$ cat src/atrm_pkg.sv
// ----------------------------------------------------------------------------
// atrm_pkg
// shared types and constants for the adaptive threshold region merge block
// ----------------------------------------------------------------------------
package atrm_pkg;

    localparam int MAX_PIXELS_DEF = 65536;
    localparam int IDX_W          = 16;
    localparam int WEIGHT_W       = 15;
    localparam int SIZE_W         = 17;
    localparam int K_W            = 22;
    localparam int PROD_W         = WEIGHT_W + SIZE_W;

    localparam logic [K_W-1:0]    K_RESET  = K_W'(19200);
    localparam logic [SIZE_W-1:0] SIZE_SAT = {SIZE_W{1'b1}};
    localparam logic [SIZE_W-1:0] SIZE_ONE = SIZE_W'(1);

    typedef struct packed {
        logic [IDX_W-1:0]    edge_start;
        logic [IDX_W-1:0]    edge_end;
        logic [WEIGHT_W-1:0] edge_weight;
    } edge_req_t;

    typedef struct packed {
        logic                merged;
        logic [IDX_W-1:0]    result_root;
        logic [SIZE_W-1:0]   result_size;
    } merge_res_t;

    typedef struct packed {
        logic rd_en;
        logic wr_en;
    } store_ctl_t;

endpackage

$ cat src/atrm_limit.sv
// ----------------------------------------------------------------------------
// atrm_limit
// threshold test w <= internal + floor(k / size), done as
// (w - internal) * size <= k, two register stages
// ----------------------------------------------------------------------------
module atrm_limit
    import atrm_pkg::*;
(
    input  logic                clk,
    input  logic [WEIGHT_W-1:0] weight,
    input  logic [WEIGHT_W-1:0] internal,
    input  logic [SIZE_W-1:0]   size,
    input  logic [K_W-1:0]      k_scaled,
    output logic                ok
);

    logic [WEIGHT_W-1:0] diff;
    logic [PROD_W-1:0]   prod_reg;
    logic                le_reg;
    logic                ok_reg;

    assign diff = weight - internal;

    always_ff @(posedge clk)
    begin
        prod_reg <= PROD_W'(diff) * PROD_W'(size);
        le_reg   <= (weight <= internal);
        ok_reg   <= le_reg || (prod_reg <= PROD_W'(k_scaled));
    end

    assign ok = ok_reg;

endmodule

$ cat config.mk
export PLATFORM = sky130hd
export DESIGN_NAME = atrm_limit
export DESIGN_NICKNAME = d
export VERILOG_FILES = /design/src/atrm_pkg.sv /design/src/atrm_limit.sv
export SDC_FILE = /design/constraint.sdc
export NUM_CORES = 1
export LEC_CHECK = 0
export BUFFER_PORTS_ARGS = -buffer_cell sky130_fd_sc_hd__buf_4
export CAP_MARGIN = 10
export CELL_PAD_IN_SITES_DETAIL_PLACEMENT = 1
export CELL_PAD_IN_SITES_GLOBAL_PLACEMENT = 2
export CORE_ASPECT_RATIO = 1.5
export CORE_MARGIN = 4
export CORE_UTILIZATION = 43
export DETAILED_ROUTE_END_ITERATION = 16
export GPL_TIMING_DRIVEN = 0
export PLACE_DENSITY = 0.9
export SKIP_CTS_REPAIR_TIMING = 1
export SYNTH_ARGS = -nofsm -noshare
export SYNTH_HDL_FRONTEND = slang
export SYNTH_SLANG_ARGS = --single-unit
$ cat constraint.sdc
create_clock -name clk -period 16.9 [get_ports clk]
set_input_delay 1.69 -clock clk [delete_from_list [all_inputs] [get_ports clk]]
set_output_delay 1.69 -clock clk [all_outputs]
set_load 0.05 [all_outputs]
==> out/qor.log, run 1 <==
qor: run_status.run_status completed
qor: die.chipWidth 144.8 µm
qor: clock_network.cts_buffers 5
qor: drt.drt-wirelength-per-cell 20.43 µm
qor: synthesis.mappedNetlistArea 12070 µm²
qor: grt.gr-usage-all-layers 0.2495
qor: synthesis.ys.flop_type sky130_fd_sc_hd__dfxtp_1
qor: clock_network.numClockSinks 34
qor: drt.first_pass_iters 5
qor: die.floorplan.die_area 30860 µm²
qor: worst_setup_path.worstSetupPathType input port to flop
qor: grt.via_count_of_the_first_global_routing_pass 11480
qor: sta.finalHoldViolations 0
qor: drt.drcViolationCount 0
qor: drt.vias 10370
qor: drt.drt-total-wl 37.62 mm
qor: sta.min_period_over_period 0.5654
qor: synthesis.edff_count_synth 0
qor: worst_setup_path.signal_arrival_time_at_the_worst_endpoint 9.73 ns
qor: worst_setup_path.setup.worst_path.end_class flop
qor: clock_network.number_of_buffers_on_the_longest_clock_path 2
qor: worst_setup_path.worst-endpoint-required 17.07 ns
qor: sta.totalNegativeSetupSlack 0 ns
qor: drt.drt.antenna.violating_nets 0
qor: die.die_h 213.2 µm
qor: grt.grt_overflow 0
qor: sta.clock_skew 0.003930 ns
qor: synthesis.postSynthRegisterBits 34
qor: synthesis.synth_warnings 0
qor: finish.layout.area.seq 680.7 µm²
qor: placement.post-dp-hpwl 32.60 mm
qor: sta.fmax 104.6 MHz
qor: worst_setup_path.crit_path_max_incr_delay 0.77 ns
qor: sta.final-max-slew-violation-count 0
qor: clock_network.cts-root-buf sky130_fd_sc_hd__clkbuf_16
qor: job.drv.max_cap_violation_count 0
qor: drt.drt_first_iter_violations 448
qor: placement.io_buffers 68
qor: grt.global_route_wire_length_before_repair 59.51 mm
qor: die.row_count 74
qor: synthesis.syn_inst 1423
qor: finish.final_nets 1895
qor: sta.period_needed 9.556 ns
qor: die.initial_core_util 0.4388
qor: die.pin_count 71
qor: finish.drive_above_1_share 0.08939
qor: synthesis.syn-num-nets 1820
qor: finish.number_of_flip_flops_in_the_largest_register 32
qor: synthesis.post_synth.cell_area_avg 8.481 µm²
qor: clock_network.clock_tree_from_tritoncts yes
qor: placement.globalplace.congestion 0.8988
qor: worst_hold_path.hold_class flop to flop
qor: worst_setup_path.crit_buf_inv 7
qor: sta.worst_slew_margin_rel 0.2818
qor: worst_setup_path.critical-path-top-cell-by-count sky130_fd_sc_hd__fa_1
qor: sta.actual_slew_at_the_worst_max_slew_pin 1.064 ns
qor: sta.grt_setup_unrepaired false
qor: finish.area_taken_by_multi_input_logic_gates 10060 µm²
qor: worst_setup_path.cp_max_fo 10
qor: worst_setup_path.master_of_the_slowest_instance_on_the_critical_path sky130_fd_sc_hd__xor2_1
qor: finish.final.fill_count 3362
qor: finish.antennaDiodeCount 0
qor: clock_network.clkSlewWorstSetupHoldPaths 0.06 ns
qor: clock_network.htree_num_levels 2
qor: synthesis.async_reset_ff_frac 0
qor: clock_network.clock_latency 0.28 ns
qor: finish.synthToLayoutAreaGrowth 9.000%
qor: synthesis.proportion_of_synthesized_chip_area_in_sequential_cells 0.05640
qor: sta.setup-violations-final 0
qor: die.floorplan.core_area 27500 µm²
qor: drt.via_per_inst 5.631
qor: synthesis.number_of_library_cell_types_mapped_by_synthesis 76
qor: grt.antenna_found_initial 1
qor: worst_setup_path.timing.critical_path.from_type input port
qor: worst_setup_path.worst_path_dominant_cell_family adder cells
qor: grt.pin_count_of_the_biggest_net_entering_global_routing 11
## cells in the mapped netlist (all sizes together) (15+ instances only)
cell	number	share of area
xnor2	16	0.012
mux2	20	0.019
a31oi	19	0.012
mux2i	15	0.012
nand2	175	0.054
o21ai	23	0.010
ha	133	0.14
and2	53	0.027
nand3	23	0.0095
clkbuf	75	0.024
dfxtp	34	0.056
inv	259	0.081
nand2b	44	0.023
a21o	24	0.015
nor3b	28	0.017
or4	15	0.0093
a21oi	49	0.021
nor2b	33	0.017
nor2	27	0.0084
xor2	15	0.011
fa	194	0.32
## layer usage
| metal | GRT usage | wire length (µm) | vias up |
|---|---|---|---|
| li1 | - | - | 4746 |
| met1 | 0.2789 | 13920 | 5302 |
| met2 | 0.4689 | 20620 | 211 |
| met3 | 0.02397 | 1001 | 107 |
| met4 | 0.1120 | 2075 | 0 |
| met5 | 0 | 0 | - |
## logic make-up after synthesis
logic type | count (synthesis) | synth area share
buf+inv | 346 | 0.1099
xor+xnor | 31 | 0.02250
compound gates | 207 | 0.1293
simple gates | 443 | 0.1911
flops | 34 | 0.05640
fa+ha+maj | 327 | 0.4597
mux | 35 | 0.03110
## final cells by class
| class | count | area share |
|---|---|---|
| clock buffer | 7 | 0.01084 |
| buffer | 86 | 0.02663 |
| inverter | 260 | 0.07419 |
| multi-input combinational | 1043 | 0.7649 |
| sequential | 34 | 0.05175 |
| clock inverter | 1 | 0.0003805 |
| tap | 342 | 0.03253 |
| timing repair buffer | 68 | 0.03881 |
## metrics by stage
step / cell area, µm² / instances / hold WS, ns / utilization / setup slack [ns]
after floorplan: 12070 / 1423 / 0.3956 / - / 8.501
final: 13150 / 1841 / 0.4588 / 0.4783 / 7.344
after global placement: 13010 / 1833 / 0.4451 / 0.4730 / 7.251
after detailed placement: 13010 / 1833 / 0.4586 / 0.4730 / 7.150
after CTS: 13150 / 1841 / 0.4698 / 0.4783 / 7.380
after global routing: 13150 / 1841 / 0.4969 / 0.4783 / 6.966
## worst register-to-register path, stage by stage (launching register included)
cell                      delay (ns)
sky130_fd_sc_hd__dfxtp_1        0.30
sky130_fd_sc_hd__ha_1           0.30
sky130_fd_sc_hd__nand3_1        0.14
sky130_fd_sc_hd__nor4_1         0.46
sky130_fd_sc_hd__o21ai_0        0.21
sky130_fd_sc_hd__a41oi_1        0.24
sky130_fd_sc_hd__o21ai_0        0.11
## layout by cell type, fill, tap and decap left out, types with 7 or more instances in the layout
cell	synthesis	final
sky130_fd_sc_hd__nor2_1	27	27
sky130_fd_sc_hd__and2_1	53	53
sky130_fd_sc_hd__a21o_1	24	24
sky130_fd_sc_hd__buf_2	8	8
sky130_fd_sc_hd__dfxtp_1	34	34
sky130_fd_sc_hd__nor4_1	7	7
sky130_fd_sc_hd__nand2_1	175	175
sky130_fd_sc_hd__o21bai_1	8	8
sky130_fd_sc_hd__xor2_1	15	15
sky130_fd_sc_hd__buf_4	2	70
sky130_fd_sc_hd__a211oi_1	8	8
sky130_fd_sc_hd__and3_1	11	11
sky130_fd_sc_hd__a21oi_1	47	47
sky130_fd_sc_hd__mux2i_1	15	15
sky130_fd_sc_hd__ha_1	133	133
sky130_fd_sc_hd__a31oi_1	17	17
sky130_fd_sc_hd__o21ai_0	19	19
sky130_fd_sc_hd__nand2b_1	44	44
sky130_fd_sc_hd__xnor2_1	16	16
sky130_fd_sc_hd__mux2_2	20	20
sky130_fd_sc_hd__o211ai_1	11	11
sky130_fd_sc_hd__fa_1	194	194
sky130_fd_sc_hd__inv_1	259	259
sky130_fd_sc_hd__clkbuf_1	73	74
sky130_fd_sc_hd__o311a_1	9	9
sky130_fd_sc_hd__nor3_1	8	8
sky130_fd_sc_hd__or4_1	15	15
sky130_fd_sc_hd__o311ai_0	7	7
sky130_fd_sc_hd__nand3_1	23	23
sky130_fd_sc_hd__nand4_1	8	8
sky130_fd_sc_hd__nor3b_1	28	28
sky130_fd_sc_hd__nor2b_1	33	33
## final timing paths
check             slack (ns)  cells past startpoint           end         start
hold / removal          0.46                      2            ok        le_reg
hold reg to reg         0.46                      2            ok        le_reg
setup / recovery        7.34                     25  prod_reg[30]     weight[8]
setup reg to reg       14.99                      6            ok  prod_reg[15]
Power of run 1 is left out: the tool's default activity adds up to more than one toggle a clock period on the data nets, which glitch-free logic cannot reach.
==> run 2: changes to the inputs <==
CORE_UTILIZATION = 40   (was 43)
PLACE_DENSITY = 0.85   (was 0.9)
clock period = 9.55 ns   (was 16.9 ns; I/O delays follow)
==> run 2 against run 1 <==
  * Setup slack got worse by 6.6 ns
  * Die area rose by 7.1%
  * Via count down 0.39%
  * Critical path type unchanged
  * Register-to-register slack got worse by 7.3 ns
  * Cell count up 2.9%
  * Flip-flop and latch count is the same
  * Critical path depth unchanged
  * First-iteration DRC count shrank 13%
  * Global-route usage fell by 1.5 points
  * Sequential share of layout area about the same
  * Hold slack lost 0.0071 ns
==> out/qor.log, run 2 (synthesis gave the netlist of run 1 again) <==
qor: run_status.run_status completed
qor: grt.pin_count_of_the_biggest_net_entering_global_routing 11 [unchanged]
qor: sta.setup-violations-final 0 [unchanged]
qor: die.chipWidth 149.8 µm [+3.5%]
qor: die.floorplan.core_area 29670 µm² [+7.9%]
qor: die.floorplan.die_area 33070 µm² [+7.1%]
qor: drt.drt_first_iter_violations 390 [-13%]
qor: grt.gr-usage-all-layers 0.2346 [-0.01488]
qor: clock_network.clock_tree_from_tritoncts yes
qor: worst_setup_path.worst-endpoint-required 9.74 ns [-7.33 ns]
qor: drt.first_pass_iters 5 [unchanged]
qor: worst_setup_path.signal_arrival_time_at_the_worst_endpoint 8.96 ns [-0.77 ns]
qor: sta.worst_slew_margin_rel 0.2730 [-0.008821]
qor: sta.fmax 114.1 MHz
qor: finish.layout.cells.most_common_list 259 x sky130_fd_sc_hd__inv_1, 194 x sky130_fd_sc_hd__fa_1, 175 x sky130_fd_sc_hd__nand2_1, 133 x sky130_fd_sc_hd__ha_1, 74 x sky130_fd_sc_hd__clkbuf_1
qor: finish.final_nets 1895 [unchanged]
qor: grt.grt_overflow 0 [unchanged]
qor: grt.global_route.usage.met1 0.2547 [-0.02421]
qor: worst_setup_path.r2r_slack 7.73 ns [-7.26 ns]
qor: placement.io_buffers 68 [unchanged]
qor: worst_setup_path.setup.worst_path.end_class flop
qor: finish.synthToLayoutAreaGrowth 9.549%
qor: grt.met3_usage 0.02151 [-0.002463]
qor: drt.drt-total-wl 38.14 mm [+1.4%]
qor: worst_setup_path.timing.reg2reg.worst_path_depth 6 [unchanged]
qor: worst_hold_path.hold_class flop to flop
qor: sta.grt_setup_unrepaired false
qor: worst_setup_path.crit_end prod_reg[30]
qor: worst_setup_path.timing.rr.start prod_reg[15]
qor: die.pin_count 71 [unchanged]
qor: drt.drt.antenna.violating_nets 0 [unchanged]
qor: sta.final-max-slew-violation-count 0 [unchanged]
qor: finish.drive_above_1_share 0.08939 [unchanged]
qor: drt.drcViolationCount 0 [unchanged]
qor: grt.grt_most_used_layer met2
qor: placement.globalplace.congestion 0.8948 [-0.45%]
qor: clock_network.htree_num_levels 2 [unchanged]
qor: sta.clock_skew 0.002148 ns [-0.001782 ns]
qor: worst_setup_path.worstSetupPathType input port to flop
qor: die.die_h 220.7 µm [+3.5%]
qor: sta.totalNegativeSetupSlack 0 ns [unchanged]
qor: grt.grtUsageMet2 0.4607 [-0.008278]
qor: clock_network.number_of_buffers_on_the_longest_clock_path 2 [unchanged]
qor: drt.vias 10330 [-0.39%]
qor: worst_setup_path.cp-startpoint weight[3]
qor: clock_network.clock_latency 0.28 ns [about the same]
qor: die.initial_core_util 0.4067 [-0.03216]
qor: clock_network.cts_buffers 5 [unchanged]
qor: grt.via_count_of_the_first_global_routing_pass 11540 [+0.53%]
qor: clock_network.cts-root-buf sky130_fd_sc_hd__clkbuf_16
qor: sta.finalHoldViolations 0 [unchanged]
qor: worst_setup_path.critical_path.reg2reg.endpoint ok
qor: finish.most_common_cell_after_layout_fill_and_taps_aside sky130_fd_sc_hd__inv_1
qor: placement.post-dp-hpwl 32.97 mm [+1.1%]
qor: sta.actual_slew_at_the_worst_max_slew_pin 1.077 ns [+0.01307 ns]
qor: drt.drt-wirelength-per-cell 20.14 µm [-1.4%]
qor: clock_network.clkSlewWorstSetupHoldPaths 0.05 ns [about the same]
qor: worst_setup_path.timing.critical_path.from_type input port
qor: die.row_count 77 [+4.1%]
qor: grt.antenna_found_initial 0 [-1]
qor: finish.number_of_flip_flops_in_the_largest_register 32 [unchanged]
qor: drt.via_per_inst 5.452 [-3.2%]
qor: finish.antennaDiodeCount 0 [unchanged]
qor: clock_network.numClockSinks 34 [unchanged]
qor: worst_setup_path.cp_max_fo 10 [unchanged]
qor: grt.global_route_wire_length_before_repair 60.12 mm [+1.0%]
qor: sta.min_period_over_period 0.9180
qor: sta.period_needed 8.767 ns
qor: job.drv.max_cap_violation_count 0 [unchanged]
-- run 2: critical path, cell delays in order --
cell	delay [ns]
sky130_fd_sc_hd__buf_4	0.11
sky130_fd_sc_hd__ha_1	0.35
sky130_fd_sc_hd__nand3_1	0.16
sky130_fd_sc_hd__o21bai_1	0.25
sky130_fd_sc_hd__a21bo_2	0.25
sky130_fd_sc_hd__nand2_1	0.08
sky130_fd_sc_hd__xor2_1	0.71
sky130_fd_sc_hd__clkbuf_1	0.56
sky130_fd_sc_hd__nand2_1	0.18
sky130_fd_sc_hd__fa_1	0.57
sky130_fd_sc_hd__inv_1	0.06
sky130_fd_sc_hd__fa_1	0.58
sky130_fd_sc_hd__fa_1	0.45
sky130_fd_sc_hd__fa_1	0.47
sky130_fd_sc_hd__fa_1	0.52
sky130_fd_sc_hd__inv_1	0.06
sky130_fd_sc_hd__fa_1	0.47
sky130_fd_sc_hd__inv_1	0.04
sky130_fd_sc_hd__ha_1	0.41
sky130_fd_sc_hd__and2_1	0.21
sky130_fd_sc_hd__nand3_1	0.18
sky130_fd_sc_hd__a2111oi_1	0.39
sky130_fd_sc_hd__a21oi_1	0.28
sky130_fd_sc_hd__o41ai_2	0.42
sky130_fd_sc_hd__xor2_1	0.25
-- run 2: layout make-up --
cell class | instances | area (µm²)
Sequential cell | 34 | 680.7
Clock buffer | 7 | 142.6
Multi-Input combinational cell | 1043 | 10060
Buffer | 86 | 350.3
Clock inverter | 1 | 5.005
Fill cell | 3641 | 16450
Tap cell | 395 | 494.2
Inverter | 260 | 975.9
Timing Repair Buffer | 68 | 510.5
-- run 2: layer usage --
metal  part of all wire  wire length (µm)  vias up
li1                   -                 -     4737
met1               0.37             14040     5294
met2               0.56             21360      216
met3              0.030              1127       79
met4              0.042              1617        0
met5                  0                 0        -
-- run 2: worst min-delay path by stage --
stage	end	cells after the start	from	slack [ns]
CTS	ok	2	le_reg	0.46
finish	ok	2	le_reg	0.45
detailed placement	ok	2	le_reg	0.44
global placement	ok	2	le_reg	0.43
floorplan	ok	2	le_reg	0.40
global route	ok	2	le_reg	0.46
-- run 2: per-stage QoR --
stage | util | instances | hold WS (ns) | cell area, µm² | setup slack [ns]
floorplan | - | 1423 | 0.3956 | 12070 | 1.886
global placement | 0.4405 | 1886 | 0.4331 | 13070 | 0.6050
detailed placement | 0.4405 | 1886 | 0.4448 | 13070 | 0.4813
CTS | 0.4455 | 1894 | 0.4581 | 13220 | 0.7569
global route | 0.4455 | 1894 | 0.4638 | 13220 | 0.2317
finish | 0.4455 | 1894 | 0.4517 | 13220 | 0.7827
Power of run 2 is left out for the same reason.
==> run 3: changes to the inputs <==
--- a/config.mk
+++ b/config.mk
@@ -7,3 +7,3 @@
 export LEC_CHECK = 0
-export BUFFER_PORTS_ARGS = -buffer_cell sky130_fd_sc_hd__buf_4
+export BUFFER_PORTS_ARGS = -buffer_cell sky130_fd_sc_hd__clkbuf_2
 export CAP_MARGIN = 10
==> constraint.sdc (replaced) <==
create_clock -name clk -period 9.55 [get_ports clk]
set_input_delay 1.91 -clock clk [delete_from_list [all_inputs] [get_ports clk]]
set_output_delay 1.91 -clock clk [all_outputs]
set_load 0.05 [all_outputs]
==> run 3 against run 2 <==
  * Register-to-register slack worse by 0.10 ns
  * Die area stayed put
  * Clock-buffer cell count stayed put
  * Critical path depth is 2 higher
  * Wire length is 0.71% lower
  * Critical path type unchanged
  * Critical endpoint unchanged
  * Largest cell class unchanged
==> out/qor.log, run 3 (synthesis gave the netlist of run 1 again) <==
qor: finish.final.fill_count 3691 [+1.4%]
qor: grt.via_count_of_the_first_global_routing_pass 11380 [-1.4%]
qor: worst_setup_path.setup.worst_path.end_class flop
qor: finish.final_nets 1897 [+0.11%]
qor: clock_network.clkSlewWorstSetupHoldPaths 0.05 ns [about the same]
qor: placement.post-dp-hpwl 32.87 mm [-0.31%]
qor: worst_setup_path.timing.reg2reg.worst_path_depth 6 [unchanged]
qor: worst_setup_path.master_of_the_slowest_instance_on_the_critical_path sky130_fd_sc_hd__fa_1
qor: sta.fmax 107.5 MHz [-5.7%]
qor: run_status.run_status completed
qor: finish.drive_above_1_share 0.09927 [+0.009874]
qor: finish.synthToLayoutAreaGrowth 8.948%
qor: worst_setup_path.timing.critical_path.from_type input port
qor: sta.period_needed 9.298 ns [+0.5310 ns]
qor: clock_network.cts-root-buf sky130_fd_sc_hd__clkbuf_16
qor: finish.final-instance-count-excl-fill 1897 [+0.16%]
qor: grt.global_route_wire_length_before_repair 59.13 mm [-1.7%]
qor: finish.layout.area.seq 680.7 µm² [unchanged]
qor: finish.number_of_flip_flops_in_the_largest_register 32 [unchanged]
qor: die.die_h 220.7 µm [unchanged]
qor: worst_setup_path.worst_path_dominant_cell_family adder cells
qor: drt.drt_first_iter_violations 358 [-8.2%]
qor: sta.totalNegativeSetupSlack 0 ns [unchanged]
qor: drt.drt.antenna.violating_nets 0 [unchanged]
qor: die.floorplan.core_area 29670 µm² [unchanged]
qor: drt.via_per_inst 5.453 [about the same]
qor: placement.detailed_place.area 12900 µm² [-1.3%]
qor: clock_network.number_of_buffers_on_the_longest_clock_path 2 [unchanged]
qor: sta.worst_slew_margin_rel 0.2840 [+0.01101]
qor: die.pin_count 71 [unchanged]
qor: sta.finalHoldViolations 0 [unchanged]
qor: worst_setup_path.worst-endpoint-required 9.74 ns [about the same]
qor: grt.pin_count_of_the_biggest_net_entering_global_routing 11 [unchanged]
qor: drt.first_pass_iters 4 [-1]
qor: worst_setup_path.worstSetupPathType input port to flop
qor: placement.globalplace.congestion 0.8741 [-2.3%]
qor: sta.min_period_over_period 0.9736 [+0.05560]
qor: placement.placedCellCount 1886 [unchanged]
qor: sta.clock_skew 0.002410 ns [+0.0002619 ns]
qor: sta.setup-violations-final 0 [unchanged]
qor: finish.area_taken_by_multi_input_logic_gates 10130 µm² [+0.71%]
qor: placement.io_buffers 68 [unchanged]
qor: drt.drcViolationCount 0 [unchanged]
qor: die.floorplan.die_area 33070 µm² [unchanged]
qor: worst_setup_path.cp_max_fo 10 [unchanged]
qor: die.initial_core_util 0.4067 [unchanged]
qor: drt.drt-wirelength-per-cell 19.96 µm [-0.86%]
qor: clock_network.numClockSinks 34 [unchanged]
qor: worst_setup_path.crit_cells 27 [+8.0%]
qor: die.row_count 77 [unchanged]
qor: sta.final-max-slew-violation-count 0 [unchanged]
qor: drt.drt-total-wl 37.87 mm [-0.71%]
qor: die.chipWidth 149.8 µm [unchanged]
qor: job.drv.max_cap_violation_count 0 [unchanged]
qor: finish.layout.cells.most_common_list 259 x sky130_fd_sc_hd__inv_1, 194 x sky130_fd_sc_hd__fa_1, 175 x sky130_fd_sc_hd__nand2_1, 133 x sky130_fd_sc_hd__ha_1, 74 x sky130_fd_sc_hd__clkbuf_2
qor: worst_setup_path.critical-path-top-cell-by-count sky130_fd_sc_hd__fa_1
qor: grt.gr-usage-all-layers 0.2306 [-0.004016]
qor: grt.antenna_found_initial 0 [unchanged]
qor: grt.grt_overflow 0 [unchanged]
qor: clock_network.clock_tree_from_tritoncts yes
qor: worst_setup_path.crit_buf_inv 6 [+1]
qor: worst_hold_path.hold_class flop to flop
qor: worst_setup_path.crit_path_max_incr_delay 0.60 ns [-0.11 ns]
qor: worst_setup_path.signal_arrival_time_at_the_worst_endpoint 9.48 ns [+0.52 ns]
qor: sta.actual_slew_at_the_worst_max_slew_pin 1.061 ns [-0.01630 ns]
qor: clock_network.clock_latency 0.28 ns [about the same]
qor: finish.final_design_area_no_fill 13150 µm² [-0.55%]
qor: finish.most_common_cell_after_layout_fill_and_taps_aside sky130_fd_sc_hd__inv_1
qor: worst_hold_path.whs_path_depth 2 [unchanged]
qor: clock_network.htree_num_levels 2 [unchanged]
qor: drt.vias 10340 [+0.17%]
qor: clock_network.cts_buffers 5 [unchanged]
qor: sta.grt_setup_unrepaired false
-- run 3: cell types whose count changed in the layout (fill, tap and decap cells not counted), sizes merged --
cell    delta
diode      +1
buf       -65
clkbuf    +67
-- run 3: path summary, 6_finish.rpt --
check | from | to | slack (ns)
setup reg to reg | prod_reg[14] | ok | 7.63
hold reg to reg | le_reg | ok | 0.44
setup / recovery | weight[0] | prod_reg[30] | 0.25
hold / removal | le_reg | ok | 0.44
-- run 3: layer usage --
layer  vias up  routed length [µm]  global-route usage
li1       4748                   -                   -
met1      5282               13880              0.2439
met2       202               20620              0.4419
met3       112                1089             0.02540
met4         0                2288              0.1224
met5         -                   0                   0
-- run 3: metrics by stage --
stage               hold WS (ns)    util  setup WS, ns
floorplan                 0.3956       -        0.9307
global placement          0.4304  0.4348       -0.3681
detailed placement        0.4314  0.4348       -0.4772
CTS                       0.4433  0.4398       -0.2045
global route              0.4604  0.4430      0.002318
finish                    0.4357  0.4431        0.2517
-- run 3: final cells by class --
type / count / share of cell area
Tap cell: 395 / 0.03759
Antenna cell: 1 / 0.0001903
Multi-Input combinational cell: 1043 / 0.7707
Inverter: 260 / 0.07423
Sequential cell: 34 / 0.05177
Buffer: 85 / 0.02674
Clock buffer: 7 / 0.01085
Timing Repair Buffer: 71 / 0.02760
Clock inverter: 1 / 0.0003807
-- run 3: worst register-to-register path: stages (launching register included) --
cell and delay, ns:
sky130_fd_sc_hd__dfxtp_1 0.30, sky130_fd_sc_hd__ha_1 0.29, sky130_fd_sc_hd__nand3_1 0.16, sky130_fd_sc_hd__nor4_1 0.48, sky130_fd_sc_hd__o21ai_0 0.21, sky130_fd_sc_hd__a41oi_1 0.25, sky130_fd_sc_hd__o21ai_0 0.09
Power of run 3 is left out for the same reason.
